`config.mk`:
```
export PLATFORM = sky130hd
export DESIGN_NAME = clamped_range_scaler_with_smoothing_top_flat
export DESIGN_NICKNAME = d
export VERILOG_FILES = /design/src/rtl/core/crs_pkg.sv /design/src/rtl/core/crs_in_if.sv /design/src/rtl/core/crs_out_if.sv /design/src/rtl/core/crs_ctrl.sv /design/src/rtl/core/crs_datapath.sv /design/src/rtl/core/clamped_range_scaler_with_smoothing_top.sv /design/src/flat_wrapper.sv
export SDC_FILE = /design/constraint.sdc
export NUM_CORES = 2
export LEC_CHECK = 0
export CAP_MARGIN = 25
export CORE_MARGIN = 4
export CORE_UTILIZATION = 30
export CTS_CLUSTER_SIZE = 28
export DETAILED_ROUTE_END_ITERATION = 10
export DONT_BUFFER_PORTS = 1
export PLACE_DENSITY_LB_ADDON = 0.2
export SYNTH_ARGS = -nofsm -noshare
export SYNTH_HDL_FRONTEND = slang
export SYNTH_SLANG_ARGS = --single-unit
```
`constraint.sdc`:
```
create_clock -name i_clk -period 5.1 [get_ports i_clk]
set_input_delay 0.255 -clock i_clk [delete_from_list [all_inputs] [get_ports i_clk]]
set_output_delay 0.255 -clock i_clk [all_outputs]
set_load 0.02 [all_outputs]
```
`src/rtl/core/crs_pkg.sv`:
```
package crs_pkg;

    // Multiplier digit: bits of the second operand consumed per cycle
    localparam int DIGIT_BITS = 8;

    // Sequencer counter, wide enough for the longest step count
    localparam int CNT_BITS = 6;

    // Configuration register indexes
    localparam int CFG_IDX_BITS = 2;
    localparam logic [CFG_IDX_BITS-1:0] REG_IN_MIN      = 2'd0;
    localparam logic [CFG_IDX_BITS-1:0] REG_IN_MAX      = 2'd1;
    localparam logic [CFG_IDX_BITS-1:0] REG_SMOOTH_COEF = 2'd2;

    typedef enum logic [3:0] {
        S_IDLE,
        S_CLAMP,
        S_LOAD1,
        S_MUL1,
        S_DIVLOAD,
        S_DIV,
        S_XCALC,
        S_LOAD2,
        S_MUL2,
        S_YCALC,
        S_FIN
    } t_state;

    // Controller to datapath commands
    typedef struct packed {
        logic in_load;
        logic clamp_en;
        logic mul1_load;
        logic mul2_load;
        logic mul_step;
        logic div_load;
        logic div_step;
        logic x_calc;
        logic y_calc;
        logic out_load;
    } t_cmd;

    // Datapath to controller status
    typedef struct packed {
        logic range_bad;
    } t_stat;

endpackage

```
`src/rtl/core/crs_in_if.sv`:
```
interface crs_in_if #(
    parameter int DATA_WIDTH = 32
) ();
    logic                         valid;
    logic                         ready;
    logic signed [DATA_WIDTH-1:0] sample_in;
    logic signed [DATA_WIDTH-1:0] out_low;
    logic signed [DATA_WIDTH-1:0] out_high;

    modport source (output valid, output sample_in, output out_low, output out_high,
                    input ready);
    modport sink   (input valid, input sample_in, input out_low, input out_high,
                    output ready);
endinterface

```
`src/rtl/core/crs_out_if.sv`:
```
interface crs_out_if #(
    parameter int DATA_WIDTH = 32
) ();
    logic                         valid;
    logic                         ready;
    logic signed [DATA_WIDTH-1:0] value_out;
    logic                         range_error;

    modport source (output valid, output value_out, output range_error, input ready);
    modport sink   (input valid, input value_out, input range_error, output ready);
endinterface

```
`src/rtl/core/crs_ctrl.sv`:
```
module crs_ctrl import crs_pkg::*; #(
    parameter int DATA_WIDTH = 32,
    parameter int COEF_BITS  = 16
) (
    input  logic  i_clk,
    input  logic  i_rst_n,
    input  logic  i_in_valid,
    output logic  o_in_ready,
    output logic  o_out_valid,
    input  logic  i_out_ready,
    output t_cmd  o_cmd,
    input  t_stat i_stat
);
    localparam int ND1 = (DATA_WIDTH + DIGIT_BITS - 1) / DIGIT_BITS;
    localparam int ND2 = (COEF_BITS + DIGIT_BITS - 1) / DIGIT_BITS;

    t_state              r_state, n_state;
    logic [CNT_BITS-1:0] r_cnt, n_cnt;
    logic                r_out_valid, n_out_valid;

    // State, step counter and output word flag
    always_ff @(posedge i_clk) begin
        if (!i_rst_n) begin
            r_state     <= S_IDLE;
            r_cnt       <= '0;
            r_out_valid <= 1'b0;
        end else begin
            r_state     <= n_state;
            r_cnt       <= n_cnt;
            r_out_valid <= n_out_valid;
        end
    end

    // Clamp a word, then multiply, divide, smooth unless range is bad
    always_comb begin
        n_state     = r_state;
        n_cnt       = r_cnt;
        n_out_valid = r_out_valid && !i_out_ready;
        o_cmd       = '0;
        unique case (r_state)
            S_IDLE: begin
                if (i_in_valid) begin
                    o_cmd.in_load = 1'b1;
                    n_state       = S_CLAMP;
                end
            end
            S_CLAMP: begin
                o_cmd.clamp_en = 1'b1;
                n_state        = i_stat.range_bad ? S_FIN : S_LOAD1;
            end
            S_LOAD1: begin
                o_cmd.mul1_load = 1'b1;
                n_cnt           = CNT_BITS'(ND1 - 1);
                n_state         = S_MUL1;
            end
            S_MUL1: begin
                o_cmd.mul_step = 1'b1;
                if (r_cnt == '0) begin
                    n_state = S_DIVLOAD;
                end else begin
                    n_cnt = r_cnt - 1'b1;
                end
            end
            S_DIVLOAD: begin
                o_cmd.div_load = 1'b1;
                n_cnt          = CNT_BITS'(DATA_WIDTH - 1);
                n_state        = S_DIV;
            end
            S_DIV: begin
                o_cmd.div_step = 1'b1;
                if (r_cnt == '0) begin
                    n_state = S_XCALC;
                end else begin
                    n_cnt = r_cnt - 1'b1;
                end
            end
            S_XCALC: begin
                o_cmd.x_calc = 1'b1;
                n_state      = S_LOAD2;
            end
            S_LOAD2: begin
                o_cmd.mul2_load = 1'b1;
                n_cnt           = CNT_BITS'(ND2 - 1);
                n_state         = S_MUL2;
            end
            S_MUL2: begin
                o_cmd.mul_step = 1'b1;
                if (r_cnt == '0) begin
                    n_state = S_YCALC;
                end else begin
                    n_cnt = r_cnt - 1'b1;
                end
            end
            S_YCALC: begin
                o_cmd.y_calc = 1'b1;
                n_state      = S_FIN;
            end
            S_FIN: begin
                // hold until the output register is free
                if (!r_out_valid || i_out_ready) begin
                    o_cmd.out_load = 1'b1;
                    n_out_valid    = 1'b1;
                    n_state        = S_IDLE;
                end
            end
            default: begin
                n_state = S_IDLE;
            end
        endcase
    end

    assign o_in_ready  = (r_state == S_IDLE);
    assign o_out_valid = r_out_valid;

    a_cmd_onehot: assert property (@(posedge i_clk) disable iff (!i_rst_n)
        $onehot0(o_cmd))
        else $error("more than one datapath command active");

    a_no_overwrite: assert property (@(posedge i_clk) disable iff (!i_rst_n)
        (r_out_valid && !i_out_ready) |-> !o_cmd.out_load)
        else $error("output word overwritten before it was taken");

    a_fin_to_idle: assert property (@(posedge i_clk) disable iff (!i_rst_n)
        o_cmd.out_load |=> (r_state == S_IDLE) && r_out_valid)
        else $error("result load did not return to idle with a valid word");

    a_mul1_count: assert property (@(posedge i_clk) disable iff (!i_rst_n)
        (r_state == S_MUL1) |-> (r_cnt < CNT_BITS'(ND1)))
        else $error("multiply digit count out of range");

endmodule

```
`src/rtl/core/crs_datapath.sv`:
```
module crs_datapath import crs_pkg::*; #(
    parameter int DATA_WIDTH = 32,
    parameter int FRAC_BITS  = 16,
    parameter int COEF_BITS  = 16
) (
    input  logic                                 i_clk,
    input  logic                                 i_rst_n,
    input  t_cmd                                 i_cmd,
    output t_stat                                o_stat,
    input  logic                                 i_cfg_we,
    input  logic [CFG_IDX_BITS-1:0]              i_cfg_index,
    input  logic [((DATA_WIDTH > COEF_BITS) ? DATA_WIDTH : COEF_BITS)-1:0] i_cfg_data,
    input  logic signed [DATA_WIDTH-1:0]         i_sample_in,
    input  logic signed [DATA_WIDTH-1:0]         i_out_low,
    input  logic signed [DATA_WIDTH-1:0]         i_out_high,
    output logic signed [DATA_WIDTH-1:0]         o_value_out,
    output logic                                 o_range_error
);
    localparam int W   = DATA_WIDTH;
    localparam int C   = COEF_BITS;
    localparam int DB  = DIGIT_BITS;
    localparam int ND1 = (W + DB - 1) / DB;
    localparam int ND2 = (C + DB - 1) / DB;
    localparam int MW  = (W > C) ? W : C;
    localparam int BW  = ((MW + DB - 1) / DB) * DB;
    localparam int AW  = W + BW;
    localparam logic [W-1:0]   IN_MAX_RST = {{(W-1){1'b0}}, 1'b1} << FRAC_BITS;
    localparam logic [W+C-1:0] HALF       = {{(W+C-1){1'b0}}, 1'b1} << (C - 1);

    // configuration and filter state
    logic signed [W-1:0] r_in_min, r_in_max, r_y;
    logic [C-1:0]        r_coef;
    // item operands
    logic signed [W-1:0] r_sample, r_lo, r_hi, r_clamp, r_x;
    logic [W-1:0]        r_dk_mag, r_span;
    logic                r_dk_neg, r_d_neg, r_err;
    // multiplier and divider
    logic [W-1:0]        r_ma;
    logic [BW-1:0]       r_mb;
    logic [AW-1:0]       r_acc;
    logic [W-1:0]        r_rem, r_dq;
    // output word
    logic signed [W-1:0] r_value_out;
    logic                r_range_error;

    logic                w_hi_below;
    logic                w_x_above;
    logic [DB-1:0]       w_digit;
    logic [W+DB-1:0]     w_pp;
    logic [W:0]          w_rem_sh;
    logic                w_ge;
    logic [W+C-1:0]      w_rnd;
    logic [W-1:0]        w_r;

    assign o_stat.range_bad = !(r_in_max > r_in_min);
    assign w_hi_below       = (r_hi < r_lo);
    assign w_x_above        = (r_x > r_y);
    assign w_digit          = r_mb[BW-1 -: DB];
    assign w_pp             = r_ma * w_digit;
    assign w_rem_sh         = {r_rem, r_dq[W-1]};
    assign w_ge             = (w_rem_sh >= {1'b0, r_span});
    assign w_rnd            = r_acc[W+C-1:0] + HALF;
    assign w_r              = w_rnd[W+C-1:C];

    // Write configuration and update the smoothed value
    always_ff @(posedge i_clk) begin
        if (!i_rst_n) begin
            r_in_min <= '0;
            r_in_max <= IN_MAX_RST;
            r_coef   <= '0;
            r_y      <= '0;
        end else begin
            if (i_cfg_we) begin
                unique case (i_cfg_index)
                    REG_IN_MIN:      r_in_min <= i_cfg_data[W-1:0];
                    REG_IN_MAX:      r_in_max <= i_cfg_data[W-1:0];
                    REG_SMOOTH_COEF: r_coef   <= i_cfg_data[C-1:0];
                    default: ;
                endcase
            end
            if (i_cmd.y_calc) begin
                r_y <= r_d_neg ? (r_x - $signed(w_r)) : (r_x + $signed(w_r));
            end
        end
    end

    // Latch the word, clamp it, take the output span magnitude and form the scaled value
    always_ff @(posedge i_clk) begin
        if (i_cmd.in_load) begin
            r_sample <= i_sample_in;
            r_lo     <= i_out_low;
            r_hi     <= i_out_high;
        end
        if (i_cmd.clamp_en) begin
            r_err    <= o_stat.range_bad;
            r_dk_neg <= w_hi_below;
            r_dk_mag <= w_hi_below ? (r_lo - r_hi) : (r_hi - r_lo);
            if (r_sample > r_in_max) begin
                r_clamp <= r_in_max;
            end else if (r_sample < r_in_min) begin
                r_clamp <= r_in_min;
            end else begin
                r_clamp <= r_sample;
            end
        end
        if (i_cmd.x_calc) begin
            r_x <= r_dk_neg ? (r_lo - $signed(r_dq)) : (r_lo + $signed(r_dq));
        end
    end

    // Digit-serial multiplier, most significant digit first
    always_ff @(posedge i_clk) begin
        if (i_cmd.mul1_load) begin
            r_ma   <= r_clamp - r_in_min;
            r_mb   <= BW'(r_dk_mag) << (BW - ND1 * DB);
            r_acc  <= '0;
            r_span <= r_in_max - r_in_min;
        end else if (i_cmd.mul2_load) begin
            r_ma    <= w_x_above ? (r_x - r_y) : (r_y - r_x);
            r_d_neg <= w_x_above;
            r_mb    <= BW'(r_coef) << (BW - ND2 * DB);
            r_acc   <= '0;
        end else if (i_cmd.mul_step) begin
            r_acc <= (r_acc << DB) + AW'(w_pp);
            r_mb  <= r_mb << DB;
        end
    end

    // Restoring divider, one quotient bit per cycle
    always_ff @(posedge i_clk) begin
        if (i_cmd.div_load) begin
            r_rem <= r_acc[2*W-1:W];
            r_dq  <= r_acc[W-1:0];
        end else if (i_cmd.div_step) begin
            r_rem <= w_ge ? W'(w_rem_sh - {1'b0, r_span}) : w_rem_sh[W-1:0];
            r_dq  <= {r_dq[W-2:0], w_ge};
        end
    end

    // Output word register
    always_ff @(posedge i_clk) begin
        if (i_cmd.out_load) begin
            r_value_out   <= r_y;
            r_range_error <= r_err;
        end
    end

    assign o_value_out   = r_value_out;
    assign o_range_error = r_range_error;

endmodule

```
`src/rtl/core/clamped_range_scaler_with_smoothing_top.sv`:
```
// Sequence: each input word passes through clamp, an 8-bit digit-serial multiply by the
//   output span, a restoring divide by the input span, a smoothing multiply and the output
//   load; a bad input range goes from clamp straight to the output load. A new word is taken
//   only after the last one is loaded into the output register, and that load waits while
//   the previous output word is not taken. The divider gives one quotient bit per cycle.
// Reset: synchronous, active low; restores register defaults and clears the smoothed value.
module clamped_range_scaler_with_smoothing_top import crs_pkg::*; #(
    parameter int DATA_WIDTH = 32,
    parameter int FRAC_BITS  = 16,
    parameter int COEF_BITS  = 16
) (
    input  logic                    i_clk,
    input  logic                    i_rst_n,
    crs_in_if.sink                  i_sample,
    crs_out_if.source               o_result,
    input  logic                    i_cfg_we,
    input  logic [CFG_IDX_BITS-1:0] i_cfg_index,
    input  logic [((DATA_WIDTH > COEF_BITS) ? DATA_WIDTH : COEF_BITS)-1:0] i_cfg_data
);
    t_cmd  w_cmd;
    t_stat w_stat;
    logic  w_in_ready;
    logic  w_out_valid;

    crs_ctrl #(
        .DATA_WIDTH (DATA_WIDTH),
        .COEF_BITS  (COEF_BITS)
    ) u_ctrl (
        .i_clk       (i_clk),
        .i_rst_n     (i_rst_n),
        .i_in_valid  (i_sample.valid),
        .o_in_ready  (w_in_ready),
        .o_out_valid (w_out_valid),
        .i_out_ready (o_result.ready),
        .o_cmd       (w_cmd),
        .i_stat      (w_stat)
    );

    crs_datapath #(
        .DATA_WIDTH (DATA_WIDTH),
        .FRAC_BITS  (FRAC_BITS),
        .COEF_BITS  (COEF_BITS)
    ) u_datapath (
        .i_clk         (i_clk),
        .i_rst_n       (i_rst_n),
        .i_cmd         (w_cmd),
        .o_stat        (w_stat),
        .i_cfg_we      (i_cfg_we),
        .i_cfg_index   (i_cfg_index),
        .i_cfg_data    (i_cfg_data),
        .i_sample_in   (i_sample.sample_in),
        .i_out_low     (i_sample.out_low),
        .i_out_high    (i_sample.out_high),
        .o_value_out   (o_result.value_out),
        .o_range_error (o_result.range_error)
    );

    assign i_sample.ready = w_in_ready;
    assign o_result.valid = w_out_valid;

endmodule
```
`src/flat_wrapper.sv`:
```
// flat-port wrapper written by rule: the top's interface ports become plain ports
module clamped_range_scaler_with_smoothing_top_flat import crs_pkg::*;
#(
    parameter int DATA_WIDTH = 32,
    parameter int FRAC_BITS  = 16,
    parameter int COEF_BITS  = 16
)
  (i_clk, i_rst_n, i_cfg_we, i_cfg_index, i_cfg_data, i_sample_valid, i_sample_sample_in, i_sample_out_low, i_sample_out_high, i_sample_ready, o_result_valid, o_result_value_out, o_result_range_error, o_result_ready);
  crs_in_if #(.DATA_WIDTH(DATA_WIDTH)) i_sample_i ();
  crs_out_if #(.DATA_WIDTH(DATA_WIDTH)) o_result_i ();
  input  logic i_clk;
  input  logic i_rst_n;
  input  logic i_cfg_we;
  input  logic [CFG_IDX_BITS-1:0] i_cfg_index;
  input  logic [((DATA_WIDTH > COEF_BITS) ? DATA_WIDTH : COEF_BITS)-1:0] i_cfg_data;
  input wire logic [$bits(i_sample_i.valid)-1:0] i_sample_valid;
  input wire logic [$bits(i_sample_i.sample_in)-1:0] i_sample_sample_in;
  input wire logic [$bits(i_sample_i.out_low)-1:0] i_sample_out_low;
  input wire logic [$bits(i_sample_i.out_high)-1:0] i_sample_out_high;
  output wire logic [$bits(i_sample_i.ready)-1:0] i_sample_ready;
  output wire logic [$bits(o_result_i.valid)-1:0] o_result_valid;
  output wire logic [$bits(o_result_i.value_out)-1:0] o_result_value_out;
  output wire logic [$bits(o_result_i.range_error)-1:0] o_result_range_error;
  input wire logic [$bits(o_result_i.ready)-1:0] o_result_ready;
  assign i_sample_i.valid = i_sample_valid;
  assign i_sample_i.sample_in = i_sample_sample_in;
  assign i_sample_i.out_low = i_sample_out_low;
  assign i_sample_i.out_high = i_sample_out_high;
  assign i_sample_ready = i_sample_i.ready;
  assign o_result_valid = o_result_i.valid;
  assign o_result_value_out = o_result_i.value_out;
  assign o_result_range_error = o_result_i.range_error;
  assign o_result_i.ready = o_result_ready;
  clamped_range_scaler_with_smoothing_top #(.DATA_WIDTH(DATA_WIDTH), .FRAC_BITS(FRAC_BITS), .COEF_BITS(COEF_BITS)) u_core (.i_clk(i_clk), .i_rst_n(i_rst_n), .i_sample(i_sample_i), .o_result(o_result_i), .i_cfg_we(i_cfg_we), .i_cfg_index(i_cfg_index), .i_cfg_data(i_cfg_data));
endmodule
```
* After elaboration in Yosys (flattened, before gate mapping)
Index checks and enable logic that the tools add are counted.
Widths: inputs -> output; s select.
** Word-level totals
- Bits in registers :: 575
- Output and inout bits :: 35
- Input bits :: 135
** Cells by class
- Reduce and logical (&&, ||, !) cells :: 21
- Muxes and demuxes :: 39
- $mul :: 1
- $lt $le $gt $ge :: 6
- Eq/ne operators :: 18
- Bitwise gates (word level) :: 1
- $add $sub $neg :: 14
** Operators with widths (number)
- $mux 32 :: 16
- $sub 32x32->32 :: 9
- $gt 32x32->1 :: 3
- $add 32x32->32 :: 2
- $add 64x40->64 :: 1
- $lt 32x32->1 :: 2
- $add 48x16->48 const B :: 1
- $pmux 4 s11 :: 1
- $mul 32x8->40 :: 1
- $ge 33x32->1 :: 1
- $mux 4 :: 6
- $pmux 6 s4 :: 1
- $eq 4x3->1 const B :: 4
- $mux 1 :: 14
- $eq 4x4->1 const B :: 3
- $ne 2x2->1 const B :: 6
- $reduce_and 2->1 :: 5
- $eq 4x2->1 const B :: 2
- $logic_not 6->1 :: 1
- $mux 6 :: 1
- $sub 6x1->6 const B :: 1
- $reduce_and 5->1 :: 1
- $eq 4x1->1 const B :: 1
- $logic_not 4->1 :: 1
- other kinds (12) :: 16

* Depth between registers and ports, before layout
- Depth in word-level cells :: 6
- Gate-level depth with buffers :: 23
- Gate-level depth less buffers :: 20

* By module
Synthesis repeated with hierarchy kept, for this count alone.
** Second synthesis, totals
- Cells, all modules :: 5447
- Area, all modules :: 49523.7 sq um
** By module, submodules not included
- crs_datapath :: area an instance 48646.7 sq um, cells each 5326, seq. area each 15174.6 sq um, instances 1
- crs_ctrl :: area an instance 877.1 sq um, cells each 121, seq. area each 220.2 sq um, instances 1

* Worst setup path after synthesis
OpenSTA, ideal clock, no wires.
- Path kind :: register -> register
- From :: reg u_core.u_datapath.r_mb[24]
- To :: reg u_core.u_datapath.r_acc[43]
- Slack :: -0.178 ns
- Cell stages (with the launch flop) :: 22
- Path buffers :: 2
- Period minus slack after synthesis :: 5.278 ns
- Arrival :: 5.146 ns
- Library setup time :: 0.133 ns
- Data required time :: 4.967 ns
- Cells stage by stage :: edfxtp_1 > clkbuf_1 > nand2_1 > fa_1 > inv_1 > fa_1 > fa_1 > inv_1 > fa_1 > inv_1 > ha_1 > clkbuf_1 > nand2_1 > o21ai_0 > a2111oi_0 > a21oi_1 > a2111oi_1 > nor3_1 > a41oi_1 > nor2b_1 > xnor2_1 > a21oi_1
** On the way
- Cells in the longest elaborated chain, start to end :: 2
** RTL lines
- start, declared :: RTL line crs_datapath.sv:39 : logic [BW-1:0] r_mb;
- start signal, assigned :: RTL line crs_datapath.sv:115 : r_mb <= BW'(r_dk_mag) << (BW - ND1 * DB);
- start signal, assigned :: RTL line crs_datapath.sv:121 : r_mb <= BW'(r_coef) << (BW - ND2 * DB);
- start signal, assigned :: RTL line crs_datapath.sv:125 : r_mb <= r_mb << DB;
- $mul 32x8->40 :: RTL line crs_datapath.sv:59 : assign w_pp = r_ma * w_digit;
- $add 64x40->64 :: RTL line crs_datapath.sv:124 : r_acc <= (r_acc << DB) + AW'(w_pp);
- end signal, assigned :: RTL line crs_datapath.sv:124
- end, declared :: RTL line crs_datapath.sv:40 : logic [AW-1:0] r_acc;
Every way passes these cells.
A chain may end at the register's enable or synchronous reset.

* Final worst setup path
- From :: reg u_core.u_datapath.r_mb[30]
- To :: reg u_core.u_datapath.r_acc[54]
The elaborated chain is that of the path after synthesis.

==> results.toml <==
[clock_network]
clk_pin_slew_worst_paths_ns = 0.07
tritoncts = "built"
cts-root-buf = "clkbuf_16"
ctsHtreeMaxLevel = 3
clk_latency_ns = 0.71
clk_path_buf_depth = 3
clock_sinks = 575
cts_made_buffers = 75

[global_route]
grt-ovfl-total = 0
antenna_found_initial = 7
grt_pass1_wl_um = 261000
grt_util_all_layers_pct = 20.0
grt_pass1_vias = 40712
grt_max_degree = 128

[timing]
rsz0062_at_grt = "true"
drv_slew = 0
slew_headroom_pct = 35.2
hold_viol = 0
worst_slack_ns = -0.209
timing.final.crit_share_pct = 104
tns_ns = -4.20
finalSetupViolCount = 32
holdWs_ns = 0.0787
fmax_mhz = 188
fin_skew_ns = 0.0457
tightest_slew_ns = 0.967
period_minus_slack_ns = 5.31

[placed_design]
dp_hpwl_um = 139000
globalplace.congestion = 0.916
io_buffers = 0
pre_cts_ws_ns = -0.765

[routing]
drt_iter0_drc = 2815
wl_per_cell_um = 21.3
vias_per_cell = 5.07
totalWireLength_um = 176000
ant_nets = 0
vias = 41740
dr.pass1.iters = 5
route.detailed.drc = 0

[synthesis]
syn_inst = 5556
synthMuxAreaShare_pct = 2.11
synth_seq_area_share_pct = 31.3
syn_nets = 6330
ys_warn_count = 0
synthAdderAreaFrac_pct = 19.6
synth_top_family_by_area = "adder cells"
synth_compound_area_share_pct = 18.2
synth_flop_cell = "edfxtp_1"
syn_avg_cell_area_um2 = 8.84
ys_ff_latch = 575
synth_xor_area_share_pct = 5.92
synth_cell_types = 98
synth-simple-area-share_pct = 16.7
synth_edf_count = 388
syn_area_um2 = 49100
synthArstFlopShare_pct = 0

[setup_path]
rr_worst_depth = 21
worst_ep_arrival_time_ns = 5.86
critical_path.max_fanout = 7
crit_type = "register to register"
crit_path_start_kind = "register"
worst_setup_path_end_kind = "register"
required_ns = 5.65
regToRegEndpoint = "u_core.u_datapath.r_acc[54]$_SDFFE_PP0P_"
rrSetupSlack_ns = -0.21
r2r-start = "u_core.u_datapath.r_mb[30]$_DFFE_PP_"
crit_start = "u_core.u_datapath.r_mb[30]$_DFFE_PP_"

[final_layout]
mostFrequentLayoutCell = "nand2_1"
nFillCells = 16517
area_delta_synth_final_pct = 22.3
drive_above_1_share_pct = 14.2
layout_common_cells = "650 x nand2_1, 537 x inv_1, 420 x a21oi_1, 401 x buf_4, 393 x ha_1"
nets = 6764

[run]
drv_cap = 0

[outcome]
outcome = "finished, violations left"
violations = "negative setup slack"

[die]
die_area_um2 = 170000
start_util_pct = 30.2
rows = 148
die_w_um = 413
core_um2 = 163000
num_io_pins = 170
die_h_um = 413

[worst_hold_path]
whs_path_depth = 2
hp-class = "input port to register"
hold_start = "i_sample_valid"
min_to = "u_core.u_datapath.r_sample[25]$_DFFE_PP_"
==> synthesized netlist by cell type, types with 8 or more instances <==
cell         n  area [µm²]
nand2_1    661        2480
inv_1      546        2050
a21oi_1    449        2250
ha_1       419        5240
edfxtp_1   388       11700
nor2_1     314        1180
o21ai_0    285        1430
xnor2_1    222        1940
fa_1       220        4400
and2_1     218        1360
dfxtp_1    187        3740
clkbuf_1   171         642
a21o_1     152        1140
xor2_1     110         963
a21boi_0   103         773
mux2i_1     98         981
nor3_1      93         465
nand3_1     87         435
nand4_1     70         438
a31oi_1     62         388
o21bai_1    54         405
nand2b_1    53         332
o21a_1      44         330
buf_2       42         210
nor2b_1     42         263
and3_1      38         238
a211oi_1    35         263
o31ai_1     30         225
nor4_1      29         181
o211ai_1    24         180
a22oi_1     22         165
or3_1       21         131
or2_2       18         113
a211o_1     17         149
buf_1       14        52.6
and4_1      12         105
a2111oi_0   11        96.3
o22ai_1     11        68.8
a22o_1      10        87.6
nand3b_1    10        75.1
nor3b_1     10        75.1
a221oi_1     8        70.1
o31a_1       8        70.1
==> what timing repair did <==
action / in CTS / in global routing
gates resized for setup: 130 / 184
pin swaps: 59 / 96
setup buffers: 22 / 27
endpoints found under the setup margin: 51 / 56
cloned: 1 / 5
hold buffers: 134 / 0
endpoints found under the hold margin: 219 / 0
==> cell families after synthesis <==
kind of cell / after synthesis
AO/OA/AOI/OAI: 1416
multiplexers: 103
flip-flops: 575
AND/OR/NAND/NOR: 1706
buffers and inverters: 785
XOR/XNOR: 332
adder cells (fa/ha/maj): 639
==> sequential cells by signal, indices dropped and copies added, names as in the netlist, 32 cells and up <==
register / count
u_core.u_datapath.r_rem: 32
u_core.u_datapath.r_sample: 32
u_core.u_datapath.r_dk_mag: 32
u_core.u_datapath.r_in_min: 32
u_core.u_datapath.r_clamp: 32
u_core.u_datapath.r_in_max: 32
u_core.u_datapath.r_ma: 32
u_core.u_datapath.r_x: 32
u_core.u_datapath.r_y: 32
u_core.u_datapath.r_acc: 64
u_core.u_datapath.r_hi: 32
u_core.u_datapath.r_mb: 32
u_core.u_datapath.o_value_out: 32
u_core.u_datapath.r_span: 32
u_core.u_datapath.r_lo: 32
u_core.u_datapath.r_dq: 32
==> worst max-delay path by stage <==
stage | end | slack [ns] | depth (start not counted)
after detailed placement | u_core.u_datapath.r_acc[54]$_SDFFE_PP0P_ | -0.76 | 24
after CTS | u_core.u_datapath.r_acc[42]$_SDFFE_PP0P_ | -0.17 | 21
after floorplan | u_core.u_datapath.r_acc[43]$_SDFFE_PP0P_ | -0.004 | 21
after global routing | u_core.u_datapath.r_acc[37]$_SDFFE_PP0P_ | -0.38 | 22
final | u_core.u_datapath.r_acc[54]$_SDFFE_PP0P_ | -0.21 | 21
after global placement | u_core.u_datapath.r_acc[54]$_SDFFE_PP0P_ | -0.73 | 22
==> final cells by class <==
| class | count | area, µm² | area share [%] |
|---|---|---|---|
| sequential | 575 | 15400 | 25.6 |
| timing repair buffer | 593 | 5260 | 8.75 |
| tap | 2175 | 2720 | 4.53 |
| antenna | 6 | 15.0 | 0.0250 |
| clock inverter | 43 | 524 | 0.872 |
| clock buffer | 96 | 2050 | 3.41 |
| multi-input combinational | 4196 | 32100 | 53.4 |
| inverter | 549 | 2060 | 3.43 |
==> critical path: stages (launching register included) <==
cell	delay, ns
edfxtp_1	0.47
buf_12	0.19
buf_12	0.13
and2_1	0.14
fa_1	0.52
fa_1	0.44
fa_1	0.53
fa_1	0.46
ha_1	0.32
a21o_1	0.19
o21bai_4	0.18
a2bb2oi_2	0.17
o21ai_2	0.08
buf_6	0.13
a21oi_4	0.12
buf_6	0.14
nor3_4	0.05
o32ai_4	0.33
buf_6	0.22
nor4b_4	0.06
xnor2_1	0.17
o22ai_1	0.10
==> stage by stage <==
stage                     instances  area [µm²]  util (%)
final                          8233       60100      36.9
after floorplan                5556       49200         -
after global placement         7899       54300      33.3
after CTS                      8196       59000      36.3
after global routing           8228       60100      36.9
after detailed placement       7900       54300      33.3
==> metal layers <==
| metal | GRT usage [%] | part of all wire (%) |
|---|---|---|
| met5 | 0 | 0.0074 |
| met4 | 5.39 | 2.5 |
| met2 | 33.6 | 48 |
| met1 | 27.1 | 46 |
| met3 | 2.44 | 4.3 |
Power is not shown: default switching activity piles up to over one toggle a cycle in this logic, so the estimate is an artifact.
